**src/rtl/positional_list_engine_assert.svh**
```systemverilog
// Assertion macros for the positional list engine.
// Included by the top level; no other dependencies.
`ifndef POSITIONAL_LIST_ENGINE_ASSERT_SVH
`define POSITIONAL_LIST_ENGINE_ASSERT_SVH
`ifndef SYNTHESIS
// Check cons in the same cycle whenever ante holds.
`define PLE_ASSERT_NOW(lbl, clk, rst_n, ante, cons, msg) \
    lbl: assert property (@(posedge clk) disable iff (!(rst_n)) (ante) |-> (cons)) \
        else $error(msg);
// Check cons in the cycle after ante holds.
`define PLE_ASSERT_NEXT(lbl, clk, rst_n, ante, cons, msg) \
    lbl: assert property (@(posedge clk) disable iff (!(rst_n)) (ante) |=> (cons)) \
        else $error(msg);
`else
`define PLE_ASSERT_NOW(lbl, clk, rst_n, ante, cons, msg)
`define PLE_ASSERT_NEXT(lbl, clk, rst_n, ante, cons, msg)
`endif
`endif

```
**src/rtl/ple_first_match.sv**
```systemverilog
// First-match unit: finds the lowest set match bit of the cell chain.
// Gives its index and the at-or-above mask; no package dependencies.
module ple_first_match #(
    parameter int CAPACITY = 64,
    parameter int IW       = 6
) (
    input  logic [CAPACITY-1:0] i_match,
    output logic                o_found,
    output logic [IW-1:0]       o_index,
    output logic [CAPACITY-1:0] o_ge
);

    logic [CAPACITY-1:0] low_mask;
    logic [CAPACITY-1:0] first_oh;

    // Isolate the lowest set bit with one subtract
    assign low_mask = i_match ^ (i_match - CAPACITY'(1));
    assign first_oh = low_mask & i_match;
    assign o_ge     = ~low_mask | first_oh;
    assign o_found  = |i_match;

    // Encode the one-hot position
    always_comb begin
        o_index = '0;
        for (int i = 0; i < CAPACITY; i++) begin
            if (first_oh[i]) begin
                o_index = o_index | IW'(i);
            end
        end
    end

endmodule

```
**config.mk**
```make
export PLATFORM = sky130hd
export DESIGN_NAME = ple_first_match
export DESIGN_NICKNAME = d
export VERILOG_FILES = /design/src/rtl/positional_list_engine_assert.svh /design/src/rtl/ple_first_match.sv
export SDC_FILE = /design/constraint.sdc
export NUM_CORES = 1
export LEC_CHECK = 0
export BUFFER_PORTS_ARGS = -buffer_cell sky130_fd_sc_hd__clkbuf_2
export CORE_ASPECT_RATIO = 2
export CORE_MARGIN = 1.5
export CORE_UTILIZATION = 40
export DETAILED_ROUTE_END_ITERATION = 16
export PLACE_DENSITY = 0.81
export SLEW_MARGIN = 10
export SYNTH_ARGS = -nofsm -noshare
export SYNTH_HDL_FRONTEND = slang
export SYNTH_SLANG_ARGS = --single-unit
export TNS_END_PERCENT = 100
```
**constraint.sdc**
```tcl
create_clock -name vclk -period 3.2
set_input_delay 0.32 -clock vclk [all_inputs]
set_output_delay 0.32 -clock vclk [all_outputs]
set_load 0.03 [all_outputs]
```
; Word-level counts from Yosys, hierarchy flattened
; Cells that the tools add are included.
[word_totals]
register_bits = 0
input_bits = 64
out_inout_bits = 71
word_cells = 69
[classes]
n_addsub = 1
mux = 63
n_bitwise = 4
n_reduce_logical = 1
[ops]
columns = op, n
row1 = 2-to-1 mux 6 bit, 32
row2 = 2-to-1 mux 5 bit, 16
row3 = AND 64 bit, 1
row4 = inverter 64 bit, 1
row5 = bitwise OR 64 bit, 1
row6 = OR reduction 64 bit, 1
row7 = subtractor 64 x 1 -> 64 bit (second input constant), 1
row8 = bitwise XOR 64 bit, 1
row9 = 2-to-1 mux 4 bit, 8
row10 = 2-to-1 mux 3 bit, 4
row11 = 2-to-1 mux 2 bit, 2
row12 = 2-to-1 mux 1 bit, 1

; Logic depth before layout (Yosys ltp)
[depth]
depth_word = 66
depth_mapped = 9
ltp_nobuf = 8

; Worst setup path after synthesis
; No wires, ideal clock.
[synth_path]
path_kind = input to output
start = input i_match[5]
end = output o_found
arrival_time_ps = 2850
required_time_ps = 2880
path_slack_ps = 30
cell_stages = 6
path_buffers = 0
cell_sequence = nor2_1 nand2_1 nor4_4 nand3_2 or3b_4 or4b_1
[synth_via]
elab_chain_len = 1
[synth_lines]
columns = item, line_no
row1 = "start, declared", ple_first_match.sv:7  ; input logic [CAPACITY-1:0] i_match,
row2 = OR reduction 64 bit, ple_first_match.sv:20  ; assign o_found = |i_match;
row3 = "end, declared", ple_first_match.sv:8  ; output logic o_found,
; No other way between the ends.

; Worst setup path after layout
[layout_path]
start = input i_match[9]
end = output o_index[3]
[layout_via]
elab_chain_len = 58
[layout_lines]
columns = item, line_no
row1 = subtractor 64 x 1 -> 64 bit, ple_first_match.sv:17  ; assign low_mask = i_match ^ (i_match - CAPACITY'(1));
row2 = bitwise XOR 64 bit, ple_first_match.sv:17
row3 = AND 64 bit (*), ple_first_match.sv:18  ; assign first_oh = low_mask & i_match;
row4 = 2-to-1 mux 4 bit (7 in series), ple_first_match.sv:26  ; if (first_oh[i]) begin
row5 = 2-to-1 mux 5 bit (16 in series), ple_first_match.sv:26
row6 = 2-to-1 mux 6 bit (31 in series), ple_first_match.sv:26
row7 = 2-to-1 mux 6 bit (*), ple_first_match.sv:26
row8 = "end, declared", ple_first_match.sv:9  ; output logic [IW-1:0] o_index,
; Every way passes the cells marked *; elsewhere a longest branch is shown, timed or not.

==> run summary <==
### Synthesis
* **share of Yosys cell area claimed by the top area cell type** 0.0845
* **post-synthesis instance total** 294
* **synth unique cells** 57
* **commonest cells in the synthesized netlist** 39 x sky130_fd_sc_hd__nor2_1, 31 x sky130_fd_sc_hd__inv_1, 25 x sky130_fd_sc_hd__nand2_1
* **post-synthesis average cell area** 5.89 µm²
* **post-synth design cell area** 1730 µm²
* **count leader, synth** sky130_fd_sc_hd__nor2_1
* **leading area contributor after synthesis** sky130_fd_sc_hd__nor2_1
* **top cells by area in the synthesized netlist** sky130_fd_sc_hd__nor2_1 8.4%, sky130_fd_sc_hd__inv_1 6.7%, sky130_fd_sc_hd__nand3_1 5.5%, sky130_fd_sc_hd__nand2_1 5.4%, sky130_fd_sc_hd__nand4_1 5.1%
* **fraction of the yosys area taken by sequential cells** 0
* **synth warn** 0
* **Synthesized Nets** 358

### Global routing
* **vias in the first global route** 3008
* **wire length of the first global-routing pass** 14.0 mm
* **number of antenna violations at the first check in global routing** 0
* **global routing usage summed across all routing layers** 0.385
* **maximum number of pins on one net before global-route repair** 9
* **sum of overflow across all layers after global routing** 0

### STA
* **pin slew with the least headroom to its limit** 0.572 ns
* **pins over their slew limit** 0
* **timing-limited maximum frequency** 0.319 GHz
* **final-report setup violation count** 0
* **fin crit share** 0.978
* **final critical delay including setup and external delays** 3.13 ns
* **Post-Route Setup TNS** 0 ns
* **setup repair after global routing missed its margin** no
* **final number of hold-violating endpoints** 0
* **headroom to the max-slew limit** 0.617

### Pwr
* **Worst IR Drop VDD** 56.7 µV
* **total power per unit cell area** 66.7 nW/µm²
* **leakage** 1.24 nW

### Critical path
* **Max stage delay cell, worst path** sky130_fd_sc_hd__nor4_2
* **largest fanout on the critical path** 6
* **Worst Path Buf+Inv** 4
* **CP Cell Sequence** clkbuf_2, nor4_2, nand4_2, nor4_4, buf_4, inv_1, nor2_1, a21oi_1, and4_1, nand3_1, clkbuf_2
* **critical path required time** 2.88 ns
* **critical path endpoint category** output pin
* **Top delay family on crit path** simple AND/OR/NAND/NOR gates
* **most used cell along the critical path** sky130_fd_sc_hd__clkbuf_2
* **worst endpoint data arrival time** 2.81 ns
* **largest stage delay on the critical path** 0.52 ns
* **Worst setup SP type** primary input
* **Critical Setup Path Class** primary input to output pin

### Routing
* **number of nets with antenna violations after routing** 0
* **DRC viols** 0
* **number of violations reported at the end of detailed-routing iteration 0** 107
* **vias post-DR** 3210
* **WL/cell** 18.9 µm
* **DRT Pass-1 Iters** 7
* **post-DR vias/cell** 6.27
* **Total Routed Length** 9.67 mm

### Place
* **number of input and output port buffers inserted** 135
* **DPL Wire Length** 8.40 mm
* **Placer Congestion** 1.04

### Cells and area
* **net count of the finished layout** 526
* **final-layout fill cell count** 419
* **ratio of cells with drive above 1 in the final layout** 0.430
* **number of antenna diodes** 0
* **sequential cell area** 0 µm²
* **Layout Utilization** 0.662
* **area added between synthesis and finish** 57.8%
* **seq_cells** 0
* **clock buffer count** 0

### Floorplanning
* **Die Span Y** 96.1 µm
* **initial cell density of the core** 0.420
* **x dimension of the die** 49.5 µm
* **core box area** 4130 µm²
* **I/O Pins** 135
* **number of rows created at floorplan** 33
* **die area** 4760 µm²

### Hold path
* **worst hold path type** primary input to output pin

### Job
* **total of max-cap violations** 0

### Clock tree
* **setup fix buffers added after clock tree synthesis** 0

### Outcome
* **outcome** completed

-- cells by family after synthesis --
logic type	Yosys count	share of synthesized area
buffers and inverters	37	0.0838
AOI/OAI and AO/OA	54	0.217
and+or+nand+nor	203	0.700
-- routing by layer --
metal	up-vias	GRT usage	wire (µm)
met5	-	0	0
met4	0	0.301	842
met3	67	0.0264	610
met2	224	0.774	5310
met1	1450	0.337	2910
li1	1469	-	-
-- where the power goes --
| part | internal, mW | leakage, nW | switching (mW) |
|---|---|---|---|
| registers | 0 | 0 | 0 |
| clock network | 0 | 0 | 0 |
| logic | 0.0698 | 1.24 | 0.113 |
| total | 0.0698 | 1.24 | 0.113 |
-- stage by stage --
stage | instances | power, mW | setup slack (ns) | hold slack [ns] | cell area [µm²]
6_report | 512 | 0.182 | 0.0688 | 0.971 | 2740
5_1_grt | 512 | 0.196 | 0.00476 | 0.988 | 2740
4_1_cts | 512 | 0.177 | 0.0769 | 0.974 | 2720
3_5_place_dp | 512 | 0.176 | 0.102 | 0.969 | 2720
3_3_place_gp | 512 | 0.174 | 0.0815 | 0.960 | 2720
2_1_floorplan | 294 | 0.0653 | 0.0299 | 0.772 | 1730
-- cells in the final DEF, fill, tap and decap left out, types with 3 or more instances in the layout --
| master | count |
|---|---|
| sky130_fd_sc_hd__nor2b_1 | 3 |
| sky130_fd_sc_hd__inv_1 | 31 |
| sky130_fd_sc_hd__nand3_1 | 19 |
| sky130_fd_sc_hd__nor4_2 | 3 |
| sky130_fd_sc_hd__o21bai_1 | 3 |
| sky130_fd_sc_hd__nand2_1 | 25 |
| sky130_fd_sc_hd__and3_1 | 6 |
| sky130_fd_sc_hd__nand3b_1 | 3 |
| sky130_fd_sc_hd__or4_1 | 7 |
| sky130_fd_sc_hd__o211ai_1 | 6 |
| sky130_fd_sc_hd__and4_1 | 7 |
| sky130_fd_sc_hd__or2_2 | 6 |
| sky130_fd_sc_hd__a21oi_1 | 15 |
| sky130_fd_sc_hd__nor3_1 | 13 |
| sky130_fd_sc_hd__o22ai_1 | 3 |
| sky130_fd_sc_hd__nor4_1 | 13 |
| sky130_fd_sc_hd__nand4b_1 | 3 |
| sky130_fd_sc_hd__and2_1 | 5 |
| sky130_fd_sc_hd__a31oi_1 | 4 |
| sky130_fd_sc_hd__or4b_1 | 3 |
| sky130_fd_sc_hd__nor2_1 | 39 |
| sky130_fd_sc_hd__buf_4 | 35 |
| sky130_fd_sc_hd__nor3_2 | 3 |
| sky130_fd_sc_hd__clkbuf_2 | 135 |
| sky130_fd_sc_hd__nand2b_1 | 4 |
| sky130_fd_sc_hd__o21ai_0 | 4 |
| sky130_fd_sc_hd__or3_1 | 11 |
| sky130_fd_sc_hd__nand4_1 | 14 |
-- final cells by class --
class	instances	area, µm²	share of cell area
Inverter	33	124	0.0453
Timing Repair Buffer	170	938	0.343
Tap cell	52	65.1	0.0238
Multi-Input combinational cell	257	1610	0.588
-- path summary, 6_finish.rpt --
path,from,end,slack [ns],cells after the start
setup / recovery,i_match[9],o_index[3],0.07,11
hold / removal,i_match[0],o_ge[0],0.97,2
-- what timing repair did --
action,CTS,global route
endpoints found under the setup margin,0,4
hold buffers,0,0
gates resized for setup,0,5
Note: power is estimated with default switching activity, not from simulation.
