==> src/rtl/positional_list_engine_assert.svh <==
// Assertion macros for the positional list engine.
// Included by the top level; no other dependencies.
`ifndef POSITIONAL_LIST_ENGINE_ASSERT_SVH
`define POSITIONAL_LIST_ENGINE_ASSERT_SVH
`ifndef SYNTHESIS
// Check cons in the same cycle whenever ante holds.
`define PLE_ASSERT_NOW(lbl, clk, rst_n, ante, cons, msg) \
    lbl: assert property (@(posedge clk) disable iff (!(rst_n)) (ante) |-> (cons)) \
        else $error(msg);
// Check cons in the cycle after ante holds.
`define PLE_ASSERT_NEXT(lbl, clk, rst_n, ante, cons, msg) \
    lbl: assert property (@(posedge clk) disable iff (!(rst_n)) (ante) |=> (cons)) \
        else $error(msg);
`else
`define PLE_ASSERT_NOW(lbl, clk, rst_n, ante, cons, msg)
`define PLE_ASSERT_NEXT(lbl, clk, rst_n, ante, cons, msg)
`endif
`endif

==> src/rtl/ple_pkg.sv <==
// Shared types and constants of the positional list engine.
// Used by the cell and the top level; no dependencies.
package ple_pkg;

    localparam int VALUE_W  = 32;
    localparam int CMD_W    = 3;
    localparam int POS_W    = 8;
    localparam int STATUS_W = 2;
    localparam int FIDX_W   = 7;
    localparam int COUNT_W  = 7;

    // Command codes
    localparam logic [CMD_W-1:0] CMD_INSERT     = 3'd0;
    localparam logic [CMD_W-1:0] CMD_REMOVE_AT  = 3'd1;
    localparam logic [CMD_W-1:0] CMD_REMOVE_VAL = 3'd2;
    localparam logic [CMD_W-1:0] CMD_REPLACE    = 3'd3;
    localparam logic [CMD_W-1:0] CMD_FIND       = 3'd4;
    localparam logic [CMD_W-1:0] CMD_READ       = 3'd5;

    // Status codes
    localparam logic [STATUS_W-1:0] ST_OK        = 2'd0;
    localparam logic [STATUS_W-1:0] ST_RANGE     = 2'd1;
    localparam logic [STATUS_W-1:0] ST_NOT_FOUND = 2'd2;
    localparam logic [STATUS_W-1:0] ST_FULL      = 2'd3;

    // Operation broadcast to every cell in the commit cycle
    typedef enum logic [1:0] {
        CO_HOLD,
        CO_INSERT,
        CO_REMOVE,
        CO_REPLACE
    } t_cell_op;

    typedef struct packed {
        logic                       capture;   // latch match and position flags
        t_cell_op                   op;
        logic                       by_value;  // remove uses first-match mask
        logic signed [VALUE_W-1:0]  value;
    } t_cell_bus;

    typedef enum logic [2:0] {
        S_IDLE  = 3'b001,
        S_MATCH = 3'b010,
        S_EXEC  = 3'b100
    } t_state;

endpackage

==> src/rtl/ple_cell.sv <==
// One storage cell of the list chain: holds one element and its flags.
// Depends on ple_pkg; exchanges elements with its two neighbors.
module ple_cell
    import ple_pkg::*;
#(
    parameter int ID = 0,
    parameter int IW = 6,
    parameter int LW = 7
) (
    input  logic                      i_clk,
    input  t_cell_bus                 i_bus,
    input  logic [IW-1:0]             i_idx,
    input  logic [LW-1:0]             i_length,
    input  logic                      i_vge,
    input  logic signed [VALUE_W-1:0] i_left,
    input  logic signed [VALUE_W-1:0] i_right,
    output logic signed [VALUE_W-1:0] o_elem,
    output logic                      o_match,
    output logic                      o_sel
);

    logic signed [VALUE_W-1:0] r_elem;
    logic signed [VALUE_W-1:0] n_elem;
    logic                      r_match;
    logic                      r_ge;
    logic                      r_sel;

    // Pick the next element from the broadcast operation and local flags
    always_comb begin
        n_elem = r_elem;
        unique case (i_bus.op)
            CO_HOLD: ;
            CO_INSERT: begin
                if (r_sel) begin
                    n_elem = i_bus.value;
                end else if (r_ge) begin
                    n_elem = i_left;
                end
            end
            CO_REMOVE: begin
                if (i_bus.by_value ? i_vge : r_ge) begin
                    n_elem = i_right;
                end
            end
            CO_REPLACE: begin
                if (r_sel) begin
                    n_elem = i_bus.value;
                end
            end
        endcase
    end

    // Advance the element; latch match and position flags on capture
    always_ff @(posedge i_clk) begin
        r_elem <= n_elem;
        if (i_bus.capture) begin
            r_match <= (r_elem == i_bus.value) && (LW'(ID) < i_length);
            r_ge    <= (IW'(ID) >= i_idx);
            r_sel   <= (IW'(ID) == i_idx);
        end
    end

    assign o_elem  = r_elem;
    assign o_match = r_match;
    assign o_sel   = r_sel;

endmodule

==> config.mk <==
export PLATFORM = sky130hd
export DESIGN_NAME = ple_cell
export DESIGN_NICKNAME = d
export VERILOG_FILES = /design/src/rtl/positional_list_engine_assert.svh /design/src/rtl/ple_pkg.sv /design/src/rtl/ple_cell.sv
export SDC_FILE = /design/constraint.sdc
export NUM_CORES = 1
export LEC_CHECK = 0
export ABC_AREA = 1
export ABC_CLOCK_PERIOD_IN_PS = 4500
export BUFFER_PORTS_ARGS = -buffer_cell sky130_fd_sc_hd__buf_2
export CAP_MARGIN = 15
export CORE_MARGIN = 8
export CORE_UTILIZATION = 40
export CTS_BUF_LIST = sky130_fd_sc_hd__clkbuf_8
export DETAILED_ROUTE_END_ITERATION = 8
export GPL_ROUTABILITY_DRIVEN = 1
export PLACE_DENSITY = 0.86
export SLEW_MARGIN = 20
export SYNTH_ARGS = -nofsm -noshare
export SYNTH_HDL_FRONTEND = slang
export SYNTH_SLANG_ARGS = --single-unit
==> constraint.sdc <==
create_clock -name i_clk -period 4.5 [get_ports i_clk]
set_input_delay 0.9 -clock i_clk [delete_from_list [all_inputs] [get_ports i_clk]]
set_output_delay 0.9 -clock i_clk [all_outputs]
set_load 0.05 [all_outputs]
### After elaboration in Yosys (flattened, before gate mapping)

Cells that the tools add are included.

| storage, ports and cells | value |
|---|---|
| register bits after elaboration | 35 |
| latch bits | 0 |
| memory bits (writable) | 0 |
| memory bits (read-only) | 0 |
| input bits | 115 |
| output and inout bits | 34 |
| word-level logic and storage cells | 23 |
| memories kept | 0 |

| operators by class | value |
|---|---|
| $add $sub $neg | 0 |
| multiply operators | 0 |
| divide/modulo/power cells | 0 |
| $lt $le $gt $ge | 2 |
| equal/unequal tests | 7 |
| shifts and indexed selects | 0 |
| multiplexer cells | 6 |
| bitwise logic cells | 0 |
| reduce and logical (&&, ||, !) cells | 4 |

Operator list:

| operator | count |
|---|---|
| 32-bit two-way mux | 4 |
| 32-bit one-hot mux with 3 select lines | 1 |
| 32-bit == test | 1 |
| 1-bit by 7-bit less-than comparator with 1-bit output, first input constant | 1 |
| 1-bit by 6-bit >= comparator with 1-bit output, first input constant | 1 |
| 6-bit logical NOT | 1 |
| 2-bit == test, second input constant | 2 |
| 2-bit != test, second input constant | 2 |
| 4-bit AND reduction | 1 |
| 3-bit != test, second input constant | 1 |
| 3-bit nonzero test | 1 |
| 2-bit by 1-bit == test with 1-bit output, second input constant | 1 |
| 1-bit logical AND | 1 |
| 1-bit two-way mux | 1 |

### Depth between registers and ports, before layout

Gate-level depths: netlist (run 1).

| depth | value |
|---|---|
| depth in word-level cells | 3 |
| depth in mapped cells | 8 |

### Worst setup path before layout (run 1)

No wires, ideal clock.

| path | value |
|---|---|
| path type | input port to flip-flop |
| start | in i_bus[34] (netlist bit) |
| end | reg r_elem[0] (netlist: o_elem[0]), enable pin |
| setup time | 0.433 ns |
| data arrival time | 2.862 ns |
| data required time | 4.067 ns |
| path slack | 1.205 ns |
| stages on the path | 5 |
| cell sequence | buf_6 > inv_6 > nor2_8 > o21ai_0 > o22ai_1 |

| on the way | value |
|---|---|
| word-level cells in the longest chain between the ends | 3 |
| elaborated cells between the ends (all ways) | 8 |

Ends and longest elaborated chain:

| item | RTL line | RTL |
|---|---|---|
| from (decl) | ple_cell.sv:11 | `input t_cell_bus i_bus,` |
| 2-bit by 1-bit == test with 1-bit output or 2-bit == test (tied branches) | ple_cell.sv:31 | `unique case (i_bus.op)` |
| 3-bit != test (no line), or another cell as far along | -- |  |
| 4-bit AND reduction (no line) * | -- |  |
| to (signal assigned) | ple_cell.sv:55 | `r_elem <= n_elem;` |
| to (decl) | ple_cell.sv:22 | `logic signed [VALUE_W-1:0] r_elem;` |

Every way passes the cells marked *; elsewhere a longest branch is shown, timed or not.
A chain may end at the register's enable or synchronous reset.

### Worst setup path in the final report (run 1)

| path | value |
|---|---|
| start | in i_bus[34] (netlist bit) |
| end | reg r_elem[16] (netlist: o_elem[16]), enable pin |

The elaborated chain is that of the path after synthesis.

==> run_results.csv, run 1 <==
group,metric,value,unit
outcome,status,"finished, final reports clean",
finish,fraction_of_the_core_area_covered_by_cells_at_the_end_of_the_flow,0.543,
yosys,synthTopCellsByCount,"nand2_1 (95), nor2_1 (53), edfxtp_1 (35), inv_1 (34), o21ai_0 (30)",
critical_path,reg2reg_slack,2500,ps
yosys,synth.area.top_cells,"edfxtp_1 (40%), nand2_1 (14%), nor2_1 (7.7%)",
critical_path,worstPathCellList,"buf_2 > inv_6 > nor2_8 > o21ai_0 > o22ai_4 > buf_4",
floorplanning,initial_utilization,0.412,
global_routing,wire_length_of_the_first_global_routing_pass,14200,µm
pwr,switching_power,0.335,mW
pwr,total_leakage_power,1.66,nW
critical_path,critical_path_peak_fanout,34,
yosys,yosys.area_share.adder,0,
floorplanning,floorplan.io_pins,149,
critical_path,worst_setup_path_end_kind,"register",
pwr,seqPwrFrac,0.441,
timing,finalHoldViolations,0,
global_routing,grt_overflow_total,0,
yosys,synth_mux_area_frac,0,
finish,finalNonFillerCells,566,
timing,timing.final.setup_violations,0,
finish,synthesis_to_layout_area_growth,31.8,%
worst_hold_path,holdCritPathClass,"reg -> reg",
place,place_congestion,0.852,
clock_network,htree_levels,2,
yosys,largest_family_of_logic_cells_by_synthesized_area,"simple AND/OR/NAND/NOR gates",
timing,min_period,3000,ps
critical_path,worst_path_max_delay_cell,"o22ai_4",
routing,drtIter0Drc,104,
pwr,ir_drop,0.143,mV
yosys,synth.distinct_cells,26,
place,preCtsSetupSlack,1190,ps
yosys,syn_avg_cell_area,7.47,µm²
timing,max_slew.worst_pin.slew,655,ps
yosys,synth_compound_gate_area_share,0.174,
finish,num-nets-final,603,
timing,max_freq,333,MHz
finish,post_route_cells_drive_above_1_share,0.337,
place,port-buffer-count,148,
critical_path,criticalPathCategory,"in -> reg",
yosys,netlist.top_cell.by_area,"edfxtp_1",
clock_network,tritoncts_sink_count,35,
yosys,synth_flop_cell,"edfxtp_1",
global_routing,grt_antenna_before_repair,0,
routing,detailedRoute.firstPassIterationCount,4,
clock_network,cts_made_buffers,5,
routing,ant_nets,0,
routing,drt_wl_total,8750,µm
yosys,mappedNetlistNets,463,
floorplanning,core_region_area,6310,µm²
finish,antennaDiodeCount,0,
clock_network,cts_tree,"done",
timing,clock_skew,2.03,ps
place,dp.cells,557,
yosys,synth_enable_flop_cells,35,
place,post_place_cell_area,3330,µm²
pwr,power-per-cell-area,273,nW/µm²
yosys,synth_xor_xnor_area_share,0.0404,
finish,fin_area,3430,µm²
clock_network,insertion_delay,280,ps
yosys,synthesis.yosys.warnings,0,
timing,layout_worst_path_cycle_share,0.667,
global_routing,grt_util_all_layers,0.180,
floorplanning,number_of_cell_rows,29,
routing,drt-vias-per-instance,5.00,
yosys,synth.cell_area,2600,µm²
yosys,number_of_instances_in_the_synthesized_netlist,348,
place,post-dp-hpwl,6830,µm
yosys,synthMostInstantiatedCell,"nand2_1",
floorplanning,dieWidth,96.6,µm
clock_network,postCtsSetupBuffers,0,
timing,whs,801,ps
job,max_cap_viol_count,0,
yosys,synth_simple_gate_area_frac,0.273,
critical_path,critPathMaxStageDelay,540,ps
routing,routedWlPerCell,15.5,µm
pwr,power_frac_comb,0.326,
timing,maxSlewHeadroom,0.563,
clock_network,cts.reportedPaths.clkPinSlew,70,ps
critical_path,timing.critical_path.required,4480,ps
critical_path,critPathLaunchType,"input pin",
yosys,yosys.area.top_type_share,0.404,
floorplanning,die_area,9330,µm²
global_routing,grt_start_max_net_pins,36,
pwr,power.total,0.935,mW
yosys,synth_seq_area_share,0.404,
floorplanning,die_height,96.6,µm
critical_path,signal_arrival_time_at_the_worst_endpoint,2980,ps
clock_network,clockBufferDepth,2,
global_routing,grt_pass1_vias,3097,
timing,timing_max_transition_violations_final,0,
timing,post-route-worst-setup-slack,1500,ps
clock_network,cts_repair_resize_count,0,
yosys,postSynth.asyncResetShare,0,
yosys,synth-seq-cells,35,
pwr,sw_frac_of_total,0.358,
clock_network,ctsRootBufferMaster,"clkbuf_8",
clock_network,cts_hold_repair.buffers,0,
timing,setup_repair_after_global_routing_missed_its_margin,"no",
routing,remaining_drcs,0,
timing,fin_setup_tns,0,ps
pwr,p_int,0.601,mW
pwr,share_clk_of_total_power,0.234,
routing,via_count,2832,
-- worst max-delay path, delay by kind of cell --
| family | cells | cell delay [ps] |
|---|---|---|
| buf+inv | 3 | 860 |
| simple gates | 1 | 420 |
| compound gates | 2 | 790 |
-- state kept, by name, indices dropped and copies added, names as in the netlist --
register / count
o_elem: 32
r_ge: 1
o_sel: 1
o_match: 1
-- worst paths after layout --
check / to / cells past startpoint / from
setup / recovery: o_elem[16]$_DFFE_PP_ / 6 / i_bus[34]
setup reg to reg: o_elem[16]$_DFFE_PP_ / 3 / o_sel$_DFFE_PP_
hold reg to reg: o_match$_DFFE_PP_ / 5 / o_elem[3]$_DFFE_PP_
hold / removal: o_match$_DFFE_PP_ / 5 / o_elem[3]$_DFFE_PP_
-- cell families after synthesis --
kind of cell / Yosys count
simple gates: 174
compound gates: 70
buf+inv: 57
flops: 35
xor+xnor: 12
-- layer usage --
metal  part of all wire  GRT usage
met1               0.41      0.208
met2               0.51      0.323
met3              0.071     0.0491
met4             0.0097     0.0331
met5                  0          0
-- power groups by stage --
stage | Combinational [mW] | Sequential, mW | Clock (mW)
6_report | 0.305 | 0.412 | 0.218
4_1_cts | 0.302 | 0.415 | 0.220
2_1_floorplan | 0.119 | 0.499 | 0
5_1_grt | 0.334 | 0.416 | 0.233
3_3_place_gp | 0.295 | 0.421 | 0
3_5_place_dp | 0.301 | 0.422 | 0
-- layout make-up --
cell class / instances / area [µm²]
sequential: 35 / 1050
multi-input combinational: 256 / 1280
fill: 619 / 2890
clock buffer: 5 / 68.8
timing repair buffer: 150 / 763
clock inverter: 3 / 11.3
inverter: 40 / 155
tap: 77 / 96.3
-- cell usage in the layout (no fill, tap or decap), types with 2 or more instances in the layout --
master / netlist / routed
o221ai_1: 17 / 17
buf_2: 7 / 148
inv_2: 5 / 5
o211ai_1: 15 / 15
nand2_1: 95 / 95
inv_1: 34 / 35
xnor2_1: 11 / 11
clkinv_1: 0 / 2
clkbuf_8: 0 / 5
and2_1: 2 / 2
o21ai_0: 30 / 30
nand3_1: 18 / 18
edfxtp_1: 35 / 35
o21ai_1: 6 / 6
nor2_1: 53 / 53
Power figures use the tool's default switching activity.
==> run 2, diff against run 1 <==
--- a/config.mk
+++ b/config.mk
@@ -6,7 +6,7 @@
 export NUM_CORES = 1
 export LEC_CHECK = 0
 export ABC_AREA = 1
-export ABC_CLOCK_PERIOD_IN_PS = 4500
+export ABC_CLOCK_PERIOD_IN_PS = 3000
 export BUFFER_PORTS_ARGS = -buffer_cell sky130_fd_sc_hd__buf_2
 export CAP_MARGIN = 15
 export CORE_MARGIN = 8
==> constraint.sdc (replaced) <==
create_clock -name i_clk -period 3 [get_ports i_clk]
set_input_delay 0.6 -clock i_clk [delete_from_list [all_inputs] [get_ports i_clk]]
set_output_delay 0.6 -clock i_clk [all_outputs]
set_load 0.05 [all_outputs]
==> run_results.csv, run 2 (synthesis results as in run 1) <==
group,metric,value,unit
timing,maxSlewHeadroom,0.586,
clock_network,cts_tree,"done",
place,post-dp-hpwl,6730,µm
global_routing,grt_pass1_vias,3054,
routing,drt-vias-per-instance,5.08,
critical_path,critPathLaunchType,"register",
timing,max_freq,501,MHz
finish,largest_reg_flops,32,
global_routing,grt_start_max_net_pins,35,
critical_path,reg2reg_slack,1080,ps
critical_path,timing.rr.start,"o_sel$_DFFE_PP_",
routing,routedWlPerCell,15.1,µm
finish,layout.cells.most_common_list,"buf_2 (148), nand2_1 (95), nor2_1 (53), inv_1 (35), edfxtp_1 (35)",
floorplanning,die_height,96.6,µm
timing,max_slew.worst_pin.slew,621,ps
critical_path,signal_arrival_time_at_the_worst_endpoint,1400,ps
critical_path,timing.critical_path.buf_inv,1,
critical_path,reg2reg_depth,4,
critical_path,path_delay_family,"flip-flops",
place,dp.cells,560,
job,max_cap_viol_count,0,
global_routing,grt_most_used_layer,"met2",
critical_path,criticalPathCategory,"reg -> out",
clock_network,htree_levels,2,
global_routing,grt_util_all_layers,0.178,
floorplanning,die_area,9330,µm²
timing,finalHoldViolations,0,
worst_hold_path,hold_path.startpoint,"i_bus[35]",
routing,ant_nets,0,
global_routing,wire_length_of_the_first_global_routing_pass,14100,µm
floorplanning,floorplan.io_pins,149,
worst_hold_path,holdCritPathClass,"in -> reg",
clock_network,cts_repair_resize_count,0,
finish,finalNonFillerCells,566,
timing,timing_max_transition_violations_final,0,
floorplanning,initial_utilization,0.412,
critical_path,critical_path_peak_fanout,19,
outcome,status,"finished, final reports clean",
clock_network,ctsRootBufferMaster,"clkbuf_8",
routing,remaining_drcs,0,
pwr,total_leakage_power,1.66,nW
critical_path,critPathMaxStageDelay,740,ps
critical_path,worst_path_max_delay_cell,"edfxtp_1",
clock_network,cts.reportedPaths.clkPinSlew,60,ps
routing,detailedRoute.firstPassIterationCount,4,
routing,drtIter0Drc,170,
worst_hold_path,whs_endpoint,"o_sel$_DFFE_PP_",
finish,antennaDiodeCount,0,
global_routing,grt_overflow_total,0,
floorplanning,dieWidth,96.6,µm
place,place_congestion,0.838,
clock_network,cts_made_buffers,5,
critical_path,worstPathCellList,"buf_2",
timing,fin_setup_tns,0,ps
global_routing,grt_use_met2,0.318,
routing,drt_wl_total,8570,µm
global_routing,grt.met1_usage,0.198,
finish,post_route_cells_drive_above_1_share,0.342,
worst_hold_path,hold-path-cell-count,1,
timing,setup_repair_after_global_routing_missed_its_margin,"no",
timing,layout_worst_path_cycle_share,0.665,
critical_path,crit_cells,1,
critical_path,worst_setup_path_end_kind,"primary output",
critical_path,r2r_end,"o_elem[4]$_DFFE_PP_",
pwr,ir_drop,0.259,mV
global_routing,gr_met3_demand_resource,0.0562,
finish,layout_commonest_cell,"buf_2",
finish,num-nets-final,605,
routing,via_count,2877,
clock_network,tritoncts_sink_count,35,
clock_network,clockBufferDepth,2,
timing,timing.final.setup_violations,0,
pwr,power-per-cell-area,402,nW/µm²
clock_network,cts_hold_repair.buffers,0,
timing,clock_skew,7.20,ps
timing,min_period,2000,ps
floorplanning,core_region_area,6310,µm²
clock_network,insertion_delay,280,ps
global_routing,grt_antenna_before_repair,0,
critical_path,timing.critical_path.required,2400,ps
place,port-buffer-count,148,
finish,synthesis_to_layout_area_growth,31.8,%
floorplanning,number_of_cell_rows,29,
clock_network,postCtsSetupBuffers,0,
-- run 2: changes by cell type in the layout (fill, tap and decap cells not counted), sizes merged --
| cell | change |
|---|---|
| buf | +2 |
| clkinv | -2 |
-- run 2: metal layers --
| metal | up-vias | wire length (µm) |
|---|---|---|
| met2 | 136 | 4260 |
| met1 | 1279 | 3450 |
| li1 | 1450 | - |
| met3 | 12 | 714 |
| met5 | - | 0 |
| met4 | 0 | 145 |
-- run 2: cell type report --
cell class / instances / area, µm²
multi-input cells: 256 / 1280
clock buffers: 5 / 68.8
inverters: 40 / 155
fillers: 627 / 2890
clock inverters: 1 / 3.75
flip-flops and latches: 35 / 1050
repair buffers: 152 / 771
well taps: 77 / 96.3
-- run 2: where the power goes --
group          internal (mW)  leakage [nW]  switching, mW
combinational          0.156          1.28          0.301
clock                  0.151        0.0413          0.149
sequential             0.592         0.342         0.0291
total                  0.899          1.66          0.479
-- run 2: metrics by stage --
| step | worst slack (ps) | power, mW | util | hold slack (ps) | cell area [µm²] |
|---|---|---|---|---|---|
| CTS | 961 | 1.39 | 0.543 | 555 | 3430 |
| global placement | 924 | 1.08 | 0.531 | 781 | 3350 |
| floorplan | 646 | 0.927 | - | 712 | 2610 |
| finish | 1000 | 1.38 | 0.543 | 564 | 3430 |
| detailed placement | 904 | 1.09 | 0.531 | 795 | 3350 |
| global route | 918 | 1.46 | 0.543 | 551 | 3430 |
-- run 2: worst max-delay path by stage --
stage,startpoint,endpoint
global placement,i_bus[34],o_elem[5]$_DFFE_PP_
CTS,o_sel$_DFFE_PP_,o_sel
finish,o_sel$_DFFE_PP_,o_sel
detailed placement,i_bus[34],o_elem[20]$_DFFE_PP_
floorplan,o_sel$_DFFE_PP_,o_elem[0]$_DFFE_PP_
global route,o_sel$_DFFE_PP_,o_sel
==> run 3, diff against run 2 <==
--- a/config.mk
+++ b/config.mk
@@ -6,7 +6,7 @@
 export NUM_CORES = 1
 export LEC_CHECK = 0
 export ABC_AREA = 1
-export ABC_CLOCK_PERIOD_IN_PS = 3000
+export ABC_CLOCK_PERIOD_IN_PS = 2000
 export BUFFER_PORTS_ARGS = -buffer_cell sky130_fd_sc_hd__buf_2
 export CAP_MARGIN = 15
 export CORE_MARGIN = 8
==> constraint.sdc (replaced) <==
create_clock -name i_clk -period 2 [get_ports i_clk]
set_input_delay 0.4 -clock i_clk [delete_from_list [all_inputs] [get_ports i_clk]]
set_output_delay 0.4 -clock i_clk [all_outputs]
set_load 0.05 [all_outputs]
==> run_results.csv, run 3 (synthesis results as in run 1) <==
group,metric,value,unit
pwr,sw_frac_of_total,0.355,
critical_path,worst_path_max_delay_cell,"edfxtp_1",
finish,layout_commonest_cell,"buf_2",
global_routing,grt_overflow_total,0,
pwr,seqPwrFrac,0.441,
pwr,switching_power,0.748,mW
floorplanning,dieWidth,96.6,µm
timing,finalHoldViolations,0,
finish,largest_reg_flops,32,
timing,min_period,1870,ps
clock_network,htree_levels,2,
clock_network,cts_tree,"done",
routing,drt_wl_total,8750,µm
critical_path,criticalPathCategory,"reg -> out",
critical_path,critical_path_peak_fanout,13,
clock_network,postCtsSetupBuffers,0,
timing,timing.final.setup_violations,0,
clock_network,cts_hold_repair.buffers,0,
critical_path,signal_arrival_time_at_the_worst_endpoint,1470,ps
worst_hold_path,holdCritPathClass,"in -> reg",
finish,layout.cells.most_common_list,"buf_2 (148), nand2_1 (95), nor2_1 (53), inv_1 (35), edfxtp_1 (35)",
floorplanning,core_region_area,6310,µm²
clock_network,cts_repair_resize_count,0,
pwr,share_clk_of_total_power,0.229,
pwr,power_frac_comb,0.330,
finish,antennaDiodeCount,0,
routing,drtIter0Drc,148,
finish,post_route_cells_drive_above_1_share,0.346,
pwr,ir_drop,0.260,mV
timing,max_freq,536,MHz
finish,multi_input_comb_area,1280,µm²
floorplanning,number_of_cell_rows,29,
clock_network,tritoncts_sink_count,35,
timing,timing_max_transition_violations_final,0,
critical_path,critPathLaunchType,"register",
place,place_congestion,0.851,
place,post-dp-hpwl,6940,µm
routing,via_count,2915,
timing,maxSlewHeadroom,0.595,
global_routing,grt_start_max_net_pins,35,
critical_path,timing.critical_path.required,1600,ps
routing,detailedRoute.firstPassIterationCount,5,
global_routing,grt_util_all_layers,0.176,
routing,drt-vias-per-instance,5.11,
critical_path,worst_setup_path_end_kind,"primary output",
routing,remaining_drcs,0,
floorplanning,floorplan.io_pins,149,
pwr,total_leakage_power,1.68,nW
job,max_cap_viol_count,0,
global_routing,grt_antenna_before_repair,0,
floorplanning,die_area,9330,µm²
timing,fin_setup_tns,0,ps
finish,num-nets-final,608,
critical_path,worstPathCellList,"buf_4 > buf_2",
finish,fraction_of_the_core_area_covered_by_cells_at_the_end_of_the_flow,0.548,
finish,synthesis_to_layout_area_growth,33.1,%
clock_network,insertion_delay,280,ps
routing,routedWlPerCell,15.3,µm
critical_path,critPathMaxStageDelay,620,ps
timing,clock_skew,5.89,ps
floorplanning,initial_utilization,0.412,
floorplanning,die_height,96.6,µm
place,port-buffer-count,148,
clock_network,cts_made_buffers,5,
routing,ant_nets,0,
clock_network,cts.reportedPaths.clkPinSlew,70,ps
timing,setup_repair_after_global_routing_missed_its_margin,"no",
global_routing,grt_pass1_vias,3086,
clock_network,clockBufferDepth,2,
clock_network,ctsRootBufferMaster,"clkbuf_8",
global_routing,wire_length_of_the_first_global_routing_pass,14100,µm
timing,layout_worst_path_cycle_share,0.934,
pwr,p_int,1.36,mW
pwr,power-per-cell-area,609,nW/µm²
timing,max_slew.worst_pin.slew,606,ps
finish,sequential_cell_area,1050,µm²
outcome,status,"finished, final reports clean",
finish,fillerInstances,610,
[run 3: changes by cell type in the layout (fill, tap and decap cells not counted)]
cell | previous run | this run
a21oi_1 | 1 | 0
a21oi_2 | 0 | 1
clkinv_1 | 0 | 2
buf_4 | 4 | 7
[run 3: layout make-up]
type | instances | share of cell area
inverter | 40 | 0.0448
tap | 77 | 0.0278
clock buffer | 5 | 0.0199
sequential | 35 | 0.304
timing repair buffer | 155 | 0.229
clock inverter | 3 | 0.00325
multi-input combinational | 256 | 0.371
[run 3: path summary, 6_finish.rpt]
kind / from / endpoint / slack, ps / cells after the start
min reg2reg: o_elem[28]$_DFFE_PP_ / o_match$_DFFE_PP_ / 830 / 5
max reg2reg: o_sel$_DFFE_PP_ / o_elem[10]$_DFFE_PP_ / 390 / 3
max: o_sel$_DFFE_PP_ / o_sel / 130 / 2
min: i_bus[35] / o_match$_DFFE_PP_ / 350 / 1
[run 3: stage by stage]
stage	instances	setup slack (ps)	hold slack, ps	power [mW]	instance area, µm²
after global placement	563	371	640	1.62	3380
after global routing	571	28.9	355	2.22	3460
final	571	133	348	2.11	3460
after detailed placement	563	354	641	1.64	3380
after floorplan	348	21.3	512	1.40	2620
after CTS	571	117	346	2.12	3460
[run 3: power by group through the flow]
stage / logic [mW] / registers [mW] / clock network, mW
6_report: 0.696 / 0.929 / 0.482
5_1_grt: 0.756 / 0.936 / 0.525
4_1_cts: 0.698 / 0.929 / 0.489
3_5_place_dp: 0.696 / 0.944 / 0
3_3_place_gp: 0.681 / 0.942 / 0
2_1_floorplan: 0.275 / 1.12 / 0
[run 3: routing by layer]
metal | track usage | vias to the layer above | part of all wire
met5 | 0 | - | 0
met4 | 0.0462 | 0 | 0.012
li1 | - | 1454 | -
met1 | 0.213 | 1302 | 0.42
met2 | 0.303 | 149 | 0.49
met3 | 0.0441 | 10 | 0.082
[run 3: critical path: cells and delay by family (launching register included)]
kind,cells,cell delay (ps)
buffers and inverters,2,560
DFF,1,620
